<file path="src/sv/tlvd_pkg.sv">
// ----------------------------------------------------------------------------
// TLV deframer package
// Shared constants, codes and payload types of the TLV deframer.
// ----------------------------------------------------------------------------
`default_nettype none

package tlvd_pkg;

	// Header layout: type(16), version(16), length(32), request id(32).
	localparam int HEADER_BYTES = 12;
	localparam int HDR_LO_BYTES = 8;
	localparam int HDR_CNT_W    = 4;
	localparam int CFG_IDX_W    = 2;
	localparam int CFG_DATA_W   = 64;

	typedef enum logic [1:0] {
		KIND_HEADER = 2'd0,
		KIND_BODY   = 2'd1,
		KIND_REJECT = 2'd2
	} kind_e;

	typedef enum logic [1:0] {
		ERR_UNKNOWN_TYPE = 2'd0,
		ERR_BAD_VERSION  = 2'd1,
		ERR_TOO_LARGE    = 2'd2
	} err_e;

	typedef enum logic [CFG_IDX_W-1:0] {
		CFG_EXPECTED_VERSION = 2'd0,
		CFG_MAX_BODY_BYTES   = 2'd1,
		CFG_VALID_TYPE_MASK  = 2'd2
	} cfg_idx_e;

	typedef struct packed {
		logic [15:0] expected_version;
		logic [31:0] max_body_bytes;
		logic [63:0] valid_type_mask;
	} cfg_t;

	typedef struct packed {
		kind_e       kind;
		logic [15:0] msg_type;
		logic [31:0] request_id;
		logic [31:0] body_length;
		logic [7:0]  body_byte;
		err_e        error_code;
		logic        last;
	} res_t;

endpackage

`default_nettype wire

</file>
<file path="src/sv/tlvd_rx_if.sv">
// ----------------------------------------------------------------------------
// TLV deframer receive channel
// Valid/ready channel carrying one received byte per transfer.
// ----------------------------------------------------------------------------
`default_nettype none

interface tlvd_rx_if;
	logic       valid;
	logic       ready;
	logic [7:0] rx_byte;

	modport source (output valid, output rx_byte, input ready);
	modport sink (input valid, input rx_byte, output ready);
endinterface

`default_nettype wire

</file>
<file path="src/sv/tlvd_res_if.sv">
// ----------------------------------------------------------------------------
// TLV deframer result channel
// Valid/ready channel carrying one decoded result per transfer.
// ----------------------------------------------------------------------------
`default_nettype none

interface tlvd_res_if;
	logic        valid;
	logic        ready;
	logic [1:0]  kind;
	logic [15:0] msg_type;
	logic [31:0] request_id;
	logic [31:0] body_length;
	logic [7:0]  body_byte;
	logic [1:0]  error_code;
	logic        last;

	modport source (
		output valid, output kind, output msg_type, output request_id,
		output body_length, output body_byte, output error_code, output last,
		input ready
	);
	modport sink (
		input valid, input kind, input msg_type, input request_id,
		input body_length, input body_byte, input error_code, input last,
		output ready
	);
endinterface

`default_nettype wire

</file>
<file path="src/sv/tlvd_cfg_if.sv">
// ----------------------------------------------------------------------------
// TLV deframer configuration channel
// Valid/ready write channel carrying a register index and write data.
// ----------------------------------------------------------------------------
`default_nettype none

interface tlvd_cfg_if;
	import tlvd_pkg::*;

	logic                  valid;
	logic                  ready;
	logic [CFG_IDX_W-1:0]  index;
	logic [CFG_DATA_W-1:0] wdata;

	modport source (output valid, output index, output wdata, input ready);
	modport sink (input valid, input index, input wdata, output ready);
endinterface

`default_nettype wire

</file>
<file path="src/sv/tlvd_cfg_regs.sv">
// ----------------------------------------------------------------------------
// TLV deframer configuration registers
// Holds version, maximum body length and the known-type bitmap.
// ----------------------------------------------------------------------------
`default_nettype none

module tlvd_cfg_regs (
	input  wire            clk,
	input  wire            arst_n,
	tlvd_cfg_if.sink       cfg,
	output tlvd_pkg::cfg_t regs
);
	import tlvd_pkg::*;

	cfg_t regs_q;

	assign cfg.ready = 1'b1;
	assign regs      = regs_q;

	always_ff @(posedge clk or negedge arst_n) begin
		if (!arst_n) begin
			regs_q.expected_version <= 16'd1;
			regs_q.max_body_bytes   <= 32'd65536;
			regs_q.valid_type_mask  <= '0;
		end else if (cfg.valid) begin
			// Writes to an index beyond the register list are dropped.
			case (cfg_idx_e'(cfg.index))
				CFG_EXPECTED_VERSION: regs_q.expected_version <= cfg.wdata[15:0];
				CFG_MAX_BODY_BYTES:   regs_q.max_body_bytes   <= cfg.wdata[31:0];
				CFG_VALID_TYPE_MASK:  regs_q.valid_type_mask  <= cfg.wdata;
				default: ;
			endcase
		end
	end

endmodule

`default_nettype wire

</file>
<file path="src/sv/tlvd_parse.sv">
// ----------------------------------------------------------------------------
// TLV deframer parser
// Collects the header, runs the header checks and passes body bytes.
// ----------------------------------------------------------------------------
`default_nettype none

module tlvd_parse (
	input  wire            clk,
	input  wire            arst_n,
	input  wire            accept,
	input  wire [7:0]      rx_byte,
	input  tlvd_pkg::cfg_t regs,
	output logic           res_valid,
	output tlvd_pkg::res_t res
);
	import tlvd_pkg::*;

	logic                 in_body_q, in_body_d;
	logic [HDR_CNT_W-1:0] hdr_cnt_q, hdr_cnt_d;
	logic [63:0]          hdr_lo_q, hdr_lo_d;
	logic [31:0]          hdr_hi_q, hdr_hi_d;
	logic [31:0]          body_rem_q, body_rem_d;
	logic [31:0]          rem_dec;
	logic [15:0]          h_type;
	logic [15:0]          h_version;
	logic [31:0]          h_length;
	logic                 type_known;

	assign rem_dec    = body_rem_q - 32'd1;
	assign h_type     = hdr_lo_d[63:48];
	assign h_version  = hdr_lo_d[47:32];
	assign h_length   = hdr_lo_d[31:0];
	assign type_known = (h_type[15:6] == 10'd0) && regs.valid_type_mask[h_type[5:0]];

	always_comb begin
		in_body_d  = in_body_q;
		hdr_cnt_d  = hdr_cnt_q;
		hdr_lo_d   = hdr_lo_q;
		hdr_hi_d   = hdr_hi_q;
		body_rem_d = body_rem_q;
		res_valid  = 1'b0;
		if (accept && !in_body_q) begin
			if (hdr_cnt_q < HDR_CNT_W'(HDR_LO_BYTES)) begin
				hdr_lo_d = {hdr_lo_q[55:0], rx_byte};
			end else begin
				hdr_hi_d = {hdr_hi_q[23:0], rx_byte};
			end
			hdr_cnt_d = hdr_cnt_q + HDR_CNT_W'(1);
		end

		res.kind        = KIND_BODY;
		res.msg_type    = h_type;
		res.request_id  = hdr_hi_d;
		res.body_length = h_length;
		res.body_byte   = 8'd0;
		res.error_code  = ERR_UNKNOWN_TYPE;
		res.last        = 1'b0;

		if (accept) begin
			if (in_body_q) begin
				res_valid      = 1'b1;
				res.body_byte  = rx_byte;
				res.last       = (rem_dec == 32'd0);
				body_rem_d     = rem_dec;
				if (rem_dec == 32'd0) begin
					in_body_d = 1'b0;
					hdr_cnt_d = '0;
				end
			end else if (hdr_cnt_q == HDR_CNT_W'(HEADER_BYTES - 1)) begin
				res_valid = 1'b1;
				hdr_cnt_d = '0;
				if (!type_known) begin
					res.kind       = KIND_REJECT;
					res.error_code = ERR_UNKNOWN_TYPE;
					res.last       = 1'b1;
				end else if (h_version != regs.expected_version) begin
					res.kind       = KIND_REJECT;
					res.error_code = ERR_BAD_VERSION;
					res.last       = 1'b1;
				end else if (h_length > regs.max_body_bytes) begin
					res.kind       = KIND_REJECT;
					res.error_code = ERR_TOO_LARGE;
					res.last       = 1'b1;
				end else begin
					res.kind   = KIND_HEADER;
					res.last   = (h_length == 32'd0);
					body_rem_d = h_length;
					in_body_d  = (h_length != 32'd0);
				end
			end
		end
	end

	always_ff @(posedge clk or negedge arst_n) begin
		if (!arst_n) begin
			in_body_q  <= 1'b0;
			hdr_cnt_q  <= '0;
			hdr_lo_q   <= '0;
			hdr_hi_q   <= '0;
			body_rem_q <= '0;
		end else begin
			in_body_q  <= in_body_d;
			hdr_cnt_q  <= hdr_cnt_d;
			hdr_lo_q   <= hdr_lo_d;
			hdr_hi_q   <= hdr_hi_d;
			body_rem_q <= body_rem_d;
		end
	end

endmodule

`default_nettype wire

</file>
<file path="src/sv/tlvd_out_buf.sv">
// ----------------------------------------------------------------------------
// TLV deframer output buffer
// Result register with a skid stage, so the receive side keeps full rate while results are taken.
// ----------------------------------------------------------------------------
`default_nettype none

module tlvd_out_buf (
	input  wire            clk,
	input  wire            arst_n,
	input  wire            push,
	input  tlvd_pkg::res_t push_res,
	output logic           room,
	tlvd_res_if.source     res
);
	import tlvd_pkg::*;

	logic out_vld_q;
	logic skid_vld_q;
	res_t out_q;
	res_t skid_q;
	logic pop;

	assign pop  = out_vld_q && res.ready;
	// A push only happens while the skid stage is empty.
	assign room = !skid_vld_q;

	always_ff @(posedge clk or negedge arst_n) begin
		if (!arst_n) begin
			out_vld_q  <= 1'b0;
			skid_vld_q <= 1'b0;
		end else if (!out_vld_q || pop) begin
			out_vld_q  <= skid_vld_q || push;
			skid_vld_q <= 1'b0;
		end else if (push) begin
			skid_vld_q <= 1'b1;
		end
	end

	always_ff @(posedge clk) begin
		if (!out_vld_q || pop) begin
			out_q <= skid_vld_q ? skid_q : push_res;
		end else if (push) begin
			skid_q <= push_res;
		end
	end

	assign res.valid       = out_vld_q;
	assign res.kind        = out_q.kind;
	assign res.msg_type    = out_q.msg_type;
	assign res.request_id  = out_q.request_id;
	assign res.body_length = out_q.body_length;
	assign res.body_byte   = out_q.body_byte;
	assign res.error_code  = out_q.error_code;
	assign res.last        = out_q.last;

endmodule

`default_nettype wire

</file>
<file path="src/sv/tlv_frame_deframer.sv">
// ----------------------------------------------------------------------------
// TLV frame deframer
// Splits a byte stream into checked headers and passed-through body bytes.
// ----------------------------------------------------------------------------
// The block takes one received byte per clock while the output stage has
// room. Twelve header bytes (type, version, body length, request id, all
// big-endian) produce no result until the last one arrives; that byte yields
// a header result or a rejection with an error code. After a header result
// each body byte yields one result and the final one is marked last. Each
// result is registered into a two-entry output stage (result register plus
// skid register) that decouples the sides, so input stalls only once two
// results are waiting; with the result side always ready the rate is one
// byte per cycle. Configuration writes are always accepted and take effect
// for headers finished after them.
`default_nettype none

module tlv_frame_deframer (
	input  wire   clk,
	input  wire   arst_n,
	tlvd_rx_if.sink    rx,
	tlvd_res_if.source res,
	tlvd_cfg_if.sink   cfg
);
	import tlvd_pkg::*;

	cfg_t regs;
	res_t parse_res;
	logic parse_vld;
	logic room;
	logic accept;

	assign rx.ready = room;
	assign accept   = rx.valid && room;

	tlvd_cfg_regs u_cfg_regs (
		.clk    (clk),
		.arst_n (arst_n),
		.cfg    (cfg),
		.regs   (regs)
	);

	tlvd_parse u_parse (
		.clk       (clk),
		.arst_n    (arst_n),
		.accept    (accept),
		.rx_byte   (rx.rx_byte),
		.regs      (regs),
		.res_valid (parse_vld),
		.res       (parse_res)
	);

	tlvd_out_buf u_out_buf (
		.clk      (clk),
		.arst_n   (arst_n),
		.push     (parse_vld),
		.push_res (parse_res),
		.room     (room),
		.res      (res)
	);

endmodule

`default_nettype wire
</file>
<file path="src/flat_wrapper.sv">
// flat-port wrapper written by rule: the top's interface ports become plain ports
module tlv_frame_deframer_flat import tlvd_pkg::*;
  (clk, arst_n, rx_valid, rx_rx_byte, rx_ready, res_valid, res_kind, res_msg_type, res_request_id, res_body_length, res_body_byte, res_error_code, res_last, res_ready, cfg_valid, cfg_index, cfg_wdata, cfg_ready);
  tlvd_rx_if rx_i ();
  tlvd_res_if res_i ();
  tlvd_cfg_if cfg_i ();
  input  wire clk;
  input  wire arst_n;
  input wire logic [$bits(rx_i.valid)-1:0] rx_valid;
  input wire logic [$bits(rx_i.rx_byte)-1:0] rx_rx_byte;
  output wire logic [$bits(rx_i.ready)-1:0] rx_ready;
  output wire logic [$bits(res_i.valid)-1:0] res_valid;
  output wire logic [$bits(res_i.kind)-1:0] res_kind;
  output wire logic [$bits(res_i.msg_type)-1:0] res_msg_type;
  output wire logic [$bits(res_i.request_id)-1:0] res_request_id;
  output wire logic [$bits(res_i.body_length)-1:0] res_body_length;
  output wire logic [$bits(res_i.body_byte)-1:0] res_body_byte;
  output wire logic [$bits(res_i.error_code)-1:0] res_error_code;
  output wire logic [$bits(res_i.last)-1:0] res_last;
  input wire logic [$bits(res_i.ready)-1:0] res_ready;
  input wire logic [$bits(cfg_i.valid)-1:0] cfg_valid;
  input wire logic [$bits(cfg_i.index)-1:0] cfg_index;
  input wire logic [$bits(cfg_i.wdata)-1:0] cfg_wdata;
  output wire logic [$bits(cfg_i.ready)-1:0] cfg_ready;
  assign rx_i.valid = rx_valid;
  assign rx_i.rx_byte = rx_rx_byte;
  assign rx_ready = rx_i.ready;
  assign res_valid = res_i.valid;
  assign res_kind = res_i.kind;
  assign res_msg_type = res_i.msg_type;
  assign res_request_id = res_i.request_id;
  assign res_body_length = res_i.body_length;
  assign res_body_byte = res_i.body_byte;
  assign res_error_code = res_i.error_code;
  assign res_last = res_i.last;
  assign res_i.ready = res_ready;
  assign cfg_i.valid = cfg_valid;
  assign cfg_i.index = cfg_index;
  assign cfg_i.wdata = cfg_wdata;
  assign cfg_ready = cfg_i.ready;
  tlv_frame_deframer u_core (.clk(clk), .arst_n(arst_n), .rx(rx_i), .res(res_i), .cfg(cfg_i));
endmodule
</file>
<file path="config.mk">
export PLATFORM = sky130hd
export DESIGN_NAME = tlv_frame_deframer_flat
export DESIGN_NICKNAME = d
export VERILOG_FILES = /design/src/sv/tlvd_pkg.sv /design/src/sv/tlvd_rx_if.sv /design/src/sv/tlvd_res_if.sv /design/src/sv/tlvd_cfg_if.sv /design/src/sv/tlvd_cfg_regs.sv /design/src/sv/tlvd_parse.sv /design/src/sv/tlvd_out_buf.sv /design/src/sv/tlv_frame_deframer.sv /design/src/flat_wrapper.sv
export SDC_FILE = /design/constraint.sdc
export NUM_CORES = 1
export LEC_CHECK = 0
export BUFFER_PORTS_ARGS = -buffer_cell sky130_fd_sc_hd__buf_2
export CORE_MARGIN = 2
export CORE_UTILIZATION = 45
export CTS_CLUSTER_SIZE = 16
export DETAILED_ROUTE_END_ITERATION = 6
export PLACE_DENSITY = 0.66
export SLEW_MARGIN = 40
export SYNTH_ARGS = -nofsm -noshare
export SYNTH_HDL_FRONTEND = slang
export SYNTH_HIERARCHICAL = 1
export SYNTH_SLANG_ARGS = --single-unit
</file>
<file path="constraint.sdc">
create_clock -name clk -period 6.7 [get_ports clk]
set_input_delay 1.34 -clock clk [delete_from_list [all_inputs] [get_ports clk]]
set_output_delay 1.34 -clock clk [all_outputs]
set_load 0.02 [all_outputs]
</file>
=== After elaboration in Yosys (flattened, before gate mapping) ===
Index checks and enable logic that the tools add are counted.

* Add/subtract/negate cells: 2
* $lt $le $gt $ge: 3
* Equal/unequal tests: 6
* Muxes and demuxes: 42
* Bitwise operators: 1
* Reductions and logical operators: 22

{| class="wikitable"
|+ Operators with widths
! operator !! count
|-
| $mux W32 || 7
|-
| $mux W64 || 2
|-
| $mux W93 || 1
|-
| $logic_not A32 Y1 || 2
|-
| $gt A32 B32 Y1 || 1
|-
| $reduce_bool A32 Y1 || 1
|-
| $sub A32 B1 Y32 const B || 1
|-
| $mux W4 || 5
|-
| $ne A16 B16 Y1 || 1
|-
| $mux W1 || 14
|-
| $mux W2 || 7
|-
| $mux W11 || 1
|-
| $logic_not A10 Y1 || 1
|-
| $mux W3 || 3
|-
| $mux W8 || 1
|-
| $reduce_and A2 Y1 || 4
|-
| $lt A6 B7 Y1 const B || 1
|-
| $bmux W1 S6 || 1
|-
| $reduce_bool A2 Y1 || 3
|-
| $reduce_and A5 Y1 || 1
|-
| $add A4 B1 Y4 const B || 1
|-
| $eq A4 B4 Y1 const B || 1
|-
| $logic_and A1 B1 Y1 || 4
|-
| $lt A4 B4 Y1 const B || 1
|-
| other kinds (7) || 11
|}

* Register bits: 433
* Input bits: 79
* Output and inout port bits: 96
* Logic and storage cells: 100

=== Depth between registers and ports, before layout ===
* Word-level depth: 12
* Depth in mapped cells: 24
* Gate-level depth less buffers: 15

=== Modules after synthesis ===
The synthesis kept the hierarchy.

{| class="wikitable"
|+ By module, submodules not included
! module !! times used !! cells each !! area each (µm²) !! seq. area each (µm²)
|-
| tlvd_parse || 1 || 1,088 || 9,594.2 || 3,328.2
|-
| tlvd_out_buf || 1 || 299 || 6,994.2 || 5,635.4
|-
| tlvd_cfg_regs || 1 || 240 || 4,509.3 || 2,805.2
|-
| tlv_frame_deframer || 1 || 1 || 6.3 || 0.0
|}

=== Worst setup path after synthesis ===
No wires, ideal clock.

* Path kind: input port to flip-flop
* Start point: in res_ready
* End point: reg u_core/u_out_buf/skid_q[0] (netlist bit) (enable)
* Setup time: 0.545 ns
* Arrival time: 7.691 ns
* Required time: 6.155 ns
* Slack: -1.535 ns
* Cell stages on the path: 2
* Buffers on the path: 0
* Cells stage by stage: nand2b_1 nor2_1

* Longest elaborated chain between the ends: 4

{| class="wikitable"
|+ Ends and longest elaborated chain
! what !! RTL line !! text
|-
| start, declared || flat_wrapper.sv:20 || <nowiki>input wire logic [$bits(res_i.ready)-1:0] res_ready;</nowiki>
|-
| $logic_and A1 B1 Y1 || tlvd_out_buf.sv:23 || <nowiki>assign pop = out_vld_q && res.ready;</nowiki>
|-
| $logic_or A1 B1 Y1 || tlvd_out_buf.sv:40 || <nowiki>if (!out_vld_q || pop) begin</nowiki>
|-
| $not A1 Y1 (no source line) || -- ||
|-
| $reduce_and A2 Y1 (no source line) || -- ||
|-
| end signal, assigned || tlvd_out_buf.sv:43 || <nowiki>skid_q <= push_res;</nowiki>
|-
| end, declared || tlvd_out_buf.sv:20 || <nowiki>res_t skid_q;</nowiki>
|}

Every way passes these cells.
A chain may end at the register's enable or synchronous reset.

==> summary.md <==
| Metric | Value |
|---|---|
| Hold Buf Count CTS | `0` |
| Largest cells by area after synthesis | `dfrtp_1 (29%), edfxtp_1 (26%), mux2_4 (7.7%)` |
| Synthesis Warnings | `6` |
| Final Max Slew Viols | `0` |
| Full die area | `between 0.04 and 0.05 mm^2` |
| Die height | `221 um` |
| Vias | `13.6k` |
| Via-per-instance ratio | `5.72` |
| Share of post-route cells with drive strength above 1 | `0.319` |
| Synth Area in Compound Gates | `0.0781` |
| Number of top-level pins | `175` |
| Initial core utilization | `0.454` |
| Post-route cell area | `0.0235 mm^2` |
| Synth Area in XOR/XNOR | `0.00913` |
| Global-route wire length before repair | `81400 um` |
| RSZ-0062 raised after global routing | `false` |
| Post-Syn Nets | `1742` |
| WL per Instance | `22.4 um` |
| Fin nets | `1846` |
| Routed WL | `53100 um` |
| CTS tree | `yes` |
| Final hold violations | `0` |
| Post_cts resized | `0` |
| Largest net degree at the start of global routing | `145` |
| Reg2reg setup slack | `1.01 ns` |
| Measured slew at the worst slew-check pin | `0.833 ns` |
| Max FO, Critical Path | `40` |
| Util after Layout | `0.506` |
| Drt initial violations | `1120` |
| Detailed placer's ending HPWL | `37500 um` |
| Adder-cell share of the synthesized area | `0.0208` |
| Met2 usage | `0.338` |
| Max_cap viols | `0` |
| Initial antenna violation count | `2` |
| GPL Wtd Cong | `0.915` |
| Area grow syn2layout | `11.4%` |
| Antenna Diode Count | `0` |
| Largest family of logic cells by synthesized area | `multiplexers` |
| CP endpoint kind | `flop` |
| Synthesized netlist cell count | `around 1.6k` |
| Yosys top cell area share | `0.291` |
| H-tree levels | `2` |
| Final ANT Viol Nets | `0` |
| Vias in the first global route | `roughly 13k` |
| GRT Total Usage | `0.220` |
| Top cells by count, synth | `dfrtp_1 (245), edfxtp_1 (186), mux2_2 (135), nand2_1 (125), mux2_4 (108)` |
| Synthesized cell area | `0.0211 mm^2` |
| Synth Area in Simple Gates | `0.0920` |
| CP Data Required Time | `7.02 ns` |
| Mux cell area share after synthesis | `0.176` |
| Root Buffer | `clkbuf_16` |
| Post-synth EDFFs | `186` |
| LEAKAGE | `10.2 nW` |
| CTS Buf Count | `45` |
| Fmax | `0.176 GHz` |
| Setup TNS | `0 ns` |
| Yosys top cell by area | `dfrtp_1` |
| I/O Buffers | `173` |
| Startpoint type of the worst setup path | `flop` |
| Post-Place Cell Area | `0.0221 mm^2` |
| Met3 Use GR | `0.0419` |
| Outcome | `completed` |
| Met1 GRT Util | `0.320` |
| DR DRC count | `0` |
| Die W | `221 um` |
| Final setup viols | `0` |
| Main synth FF type | `dfrtp_1` |
| Postcts setup bufs | `0` |
| Grt ovf | `0` |
| Global route hottest layer | `met2` |
| Core box area | `0.0465 mm^2` |
| Longest Clk Path Bufs | `3` |
| Worst VDD drop | `approximately 0.00029 V` |
| Arrival time worst endpoint | `6.01 ns` |
| Distinct cells, synth | `82` |
| Sink Count | `433` |
| Core Rows | `79` |
| Period Utilization, post-route | `0.849` |
| Final Critical Period | `5.69 ns` |
| PD cells | `408 mW/mm^2` |
| Crit Path Class | `reg -> reg` |
| Clk_lat worst skew | `about 0.57 ns` |
| Skew final | `slightly below 0.03 ns` |
| Count leader, synth | `dfrtp_1` |
| Hold WC Path Type | `reg -> reg` |
| #FFs+latches synth | `433` |
| Clock transition at path regs | `0.06 ns` |
| Ys async rst share | `0.570` |
| Seq/Total Area, Yosys | `0.558` |
| Syn_area_per_cell | `13.0 um^2` |
| Drt pass-1 iters | `5` |
| Max transition margin | `0.445` |
-- layout by cell type (no fill, tap or decap), types with 28 or more instances in the layout --
cell / synthesis / final
nor3_1: 43 / 43
nand3_1: 28 / 28
inv_1: 102 / 102
nor2_1: 50 / 49
dfrtp_1: 245 / 243
nand4_1: 42 / 42
buf_2: 15 / 172
mux2i_1: 49 / 49
nand2_1: 125 / 125
edfxtp_1: 186 / 186
o21ai_0: 45 / 45
mux2_4: 108 / 108
mux2_2: 135 / 135
ha_1: 35 / 35
clkbuf_16: 0 / 45
-- routing by layer --
layer / part of all wire / vias up
li1: - / 6157
met1: 0.46 / 6937
met2: 0.45 / 411
met3: 0.064 / 72
met4: 0.021 / 0
met5: 0 / -
-- worst max-delay path: stages, from the launching register on --
cell	delay, ns
dfrtp_4	0.71
inv_1	0.17
and2_1	0.33
nor3b_4	0.76
mux2i_1	0.41
inv_1	0.16
ha_1	0.32
a21o_1	0.16
a21oi_1	0.16
o21ai_0	0.18
a21o_1	0.21
a211oi_1	0.67
o21ba_2	0.26
buf_4	0.28
nand4_1	0.17
o21a_1	0.21
mux2_2	0.26
-- flip-flops by register name, summed over array words and instances (netlist names), 2 cells and up --
signal and flops:
u_core/u_cfg_regs/regs 112, u_core/u_out_buf/res.body_byte 8, u_core/u_out_buf/res.body_length 32, u_core/u_out_buf/res.error_code 2
u_core/u_out_buf/res.kind 2, u_core/u_out_buf/res.msg_type 16, u_core/u_out_buf/res.request_id 32, u_core/u_out_buf/skid_q 93
u_core/u_parse/body_rem_q 32, u_core/u_parse/hdr_cnt_q 4, u_core/u_parse/hdr_hi_q 32, u_core/u_parse/hdr_lo_q 64
-- report_power, final --
group | switching [mW] | leakage [nW] | internal [mW]
logic | 1.85 | 4.65 | 1.28
clock network | 1.06 | 0.680 | 1.38
registers | 0.424 | 4.85 | 3.62
-- kinds of logic after synthesis --
family,Yosys count
AOI/OAI and AO/OA,208
xor gates and xnor gates,22
adders and majority gates,35
buffers and inverters,252
DFF,433
muxes,296
other,1
and+or+nand+nor,381
-- layout make-up --
| type | count | area [um^2] |
|---|---|---|
| well taps | 607 | 759 |
| clock buffers | 53 | 1180 |
| inverters | 104 | 393 |
| multi-input cells | 943 | 7980 |
| repair buffers | 205 | 1190 |
| fillers | 4086 | 22900 |
| clock inverters | 28 | 239 |
| flip-flops and latches | 433 | 11800 |
-- metrics by stage --
step	worst slack [ns]	instances	power [mW]	hold WS, ns
2_1_floorplan	0.0819	1628	6.31	0.462
3_3_place_gp	0.791	2289	7.12	0.487
3_5_place_dp	0.638	2291	7.20	0.492
4_1_cts	1.10	2372	9.66	0.507
5_1_grt	0.775	2373	10.1	0.516
6_report	1.01	2373	9.60	0.504
-- path summary, 6_finish.rpt --
path,endpoint,cells after the start,start
setup / recovery,u_core/u_out_buf/res.last$_DFFE_PP_,16,u_core/u_out_buf/skid_vld_q$_DFFE_PN0P_
hold / removal,u_core/u_cfg_regs/regs[30]$_DFFE_PN0P_,1,u_core/u_cfg_regs/regs[30]$_DFFE_PN0P_
setup reg to reg,u_core/u_out_buf/res.last$_DFFE_PP_,16,u_core/u_out_buf/skid_vld_q$_DFFE_PN0P_
hold reg to reg,u_core/u_cfg_regs/regs[30]$_DFFE_PN0P_,1,u_core/u_cfg_regs/regs[30]$_DFFE_PN0P_
max in group asynchronous,u_core/u_cfg_regs/regs[40]$_DFFE_PN0P_,3,arst_n
min in group asynchronous,u_core/u_cfg_regs/regs[70]$_DFFE_PN0P_,1,arst_n
No activity file was read; power rests on OpenSTA's default activity.
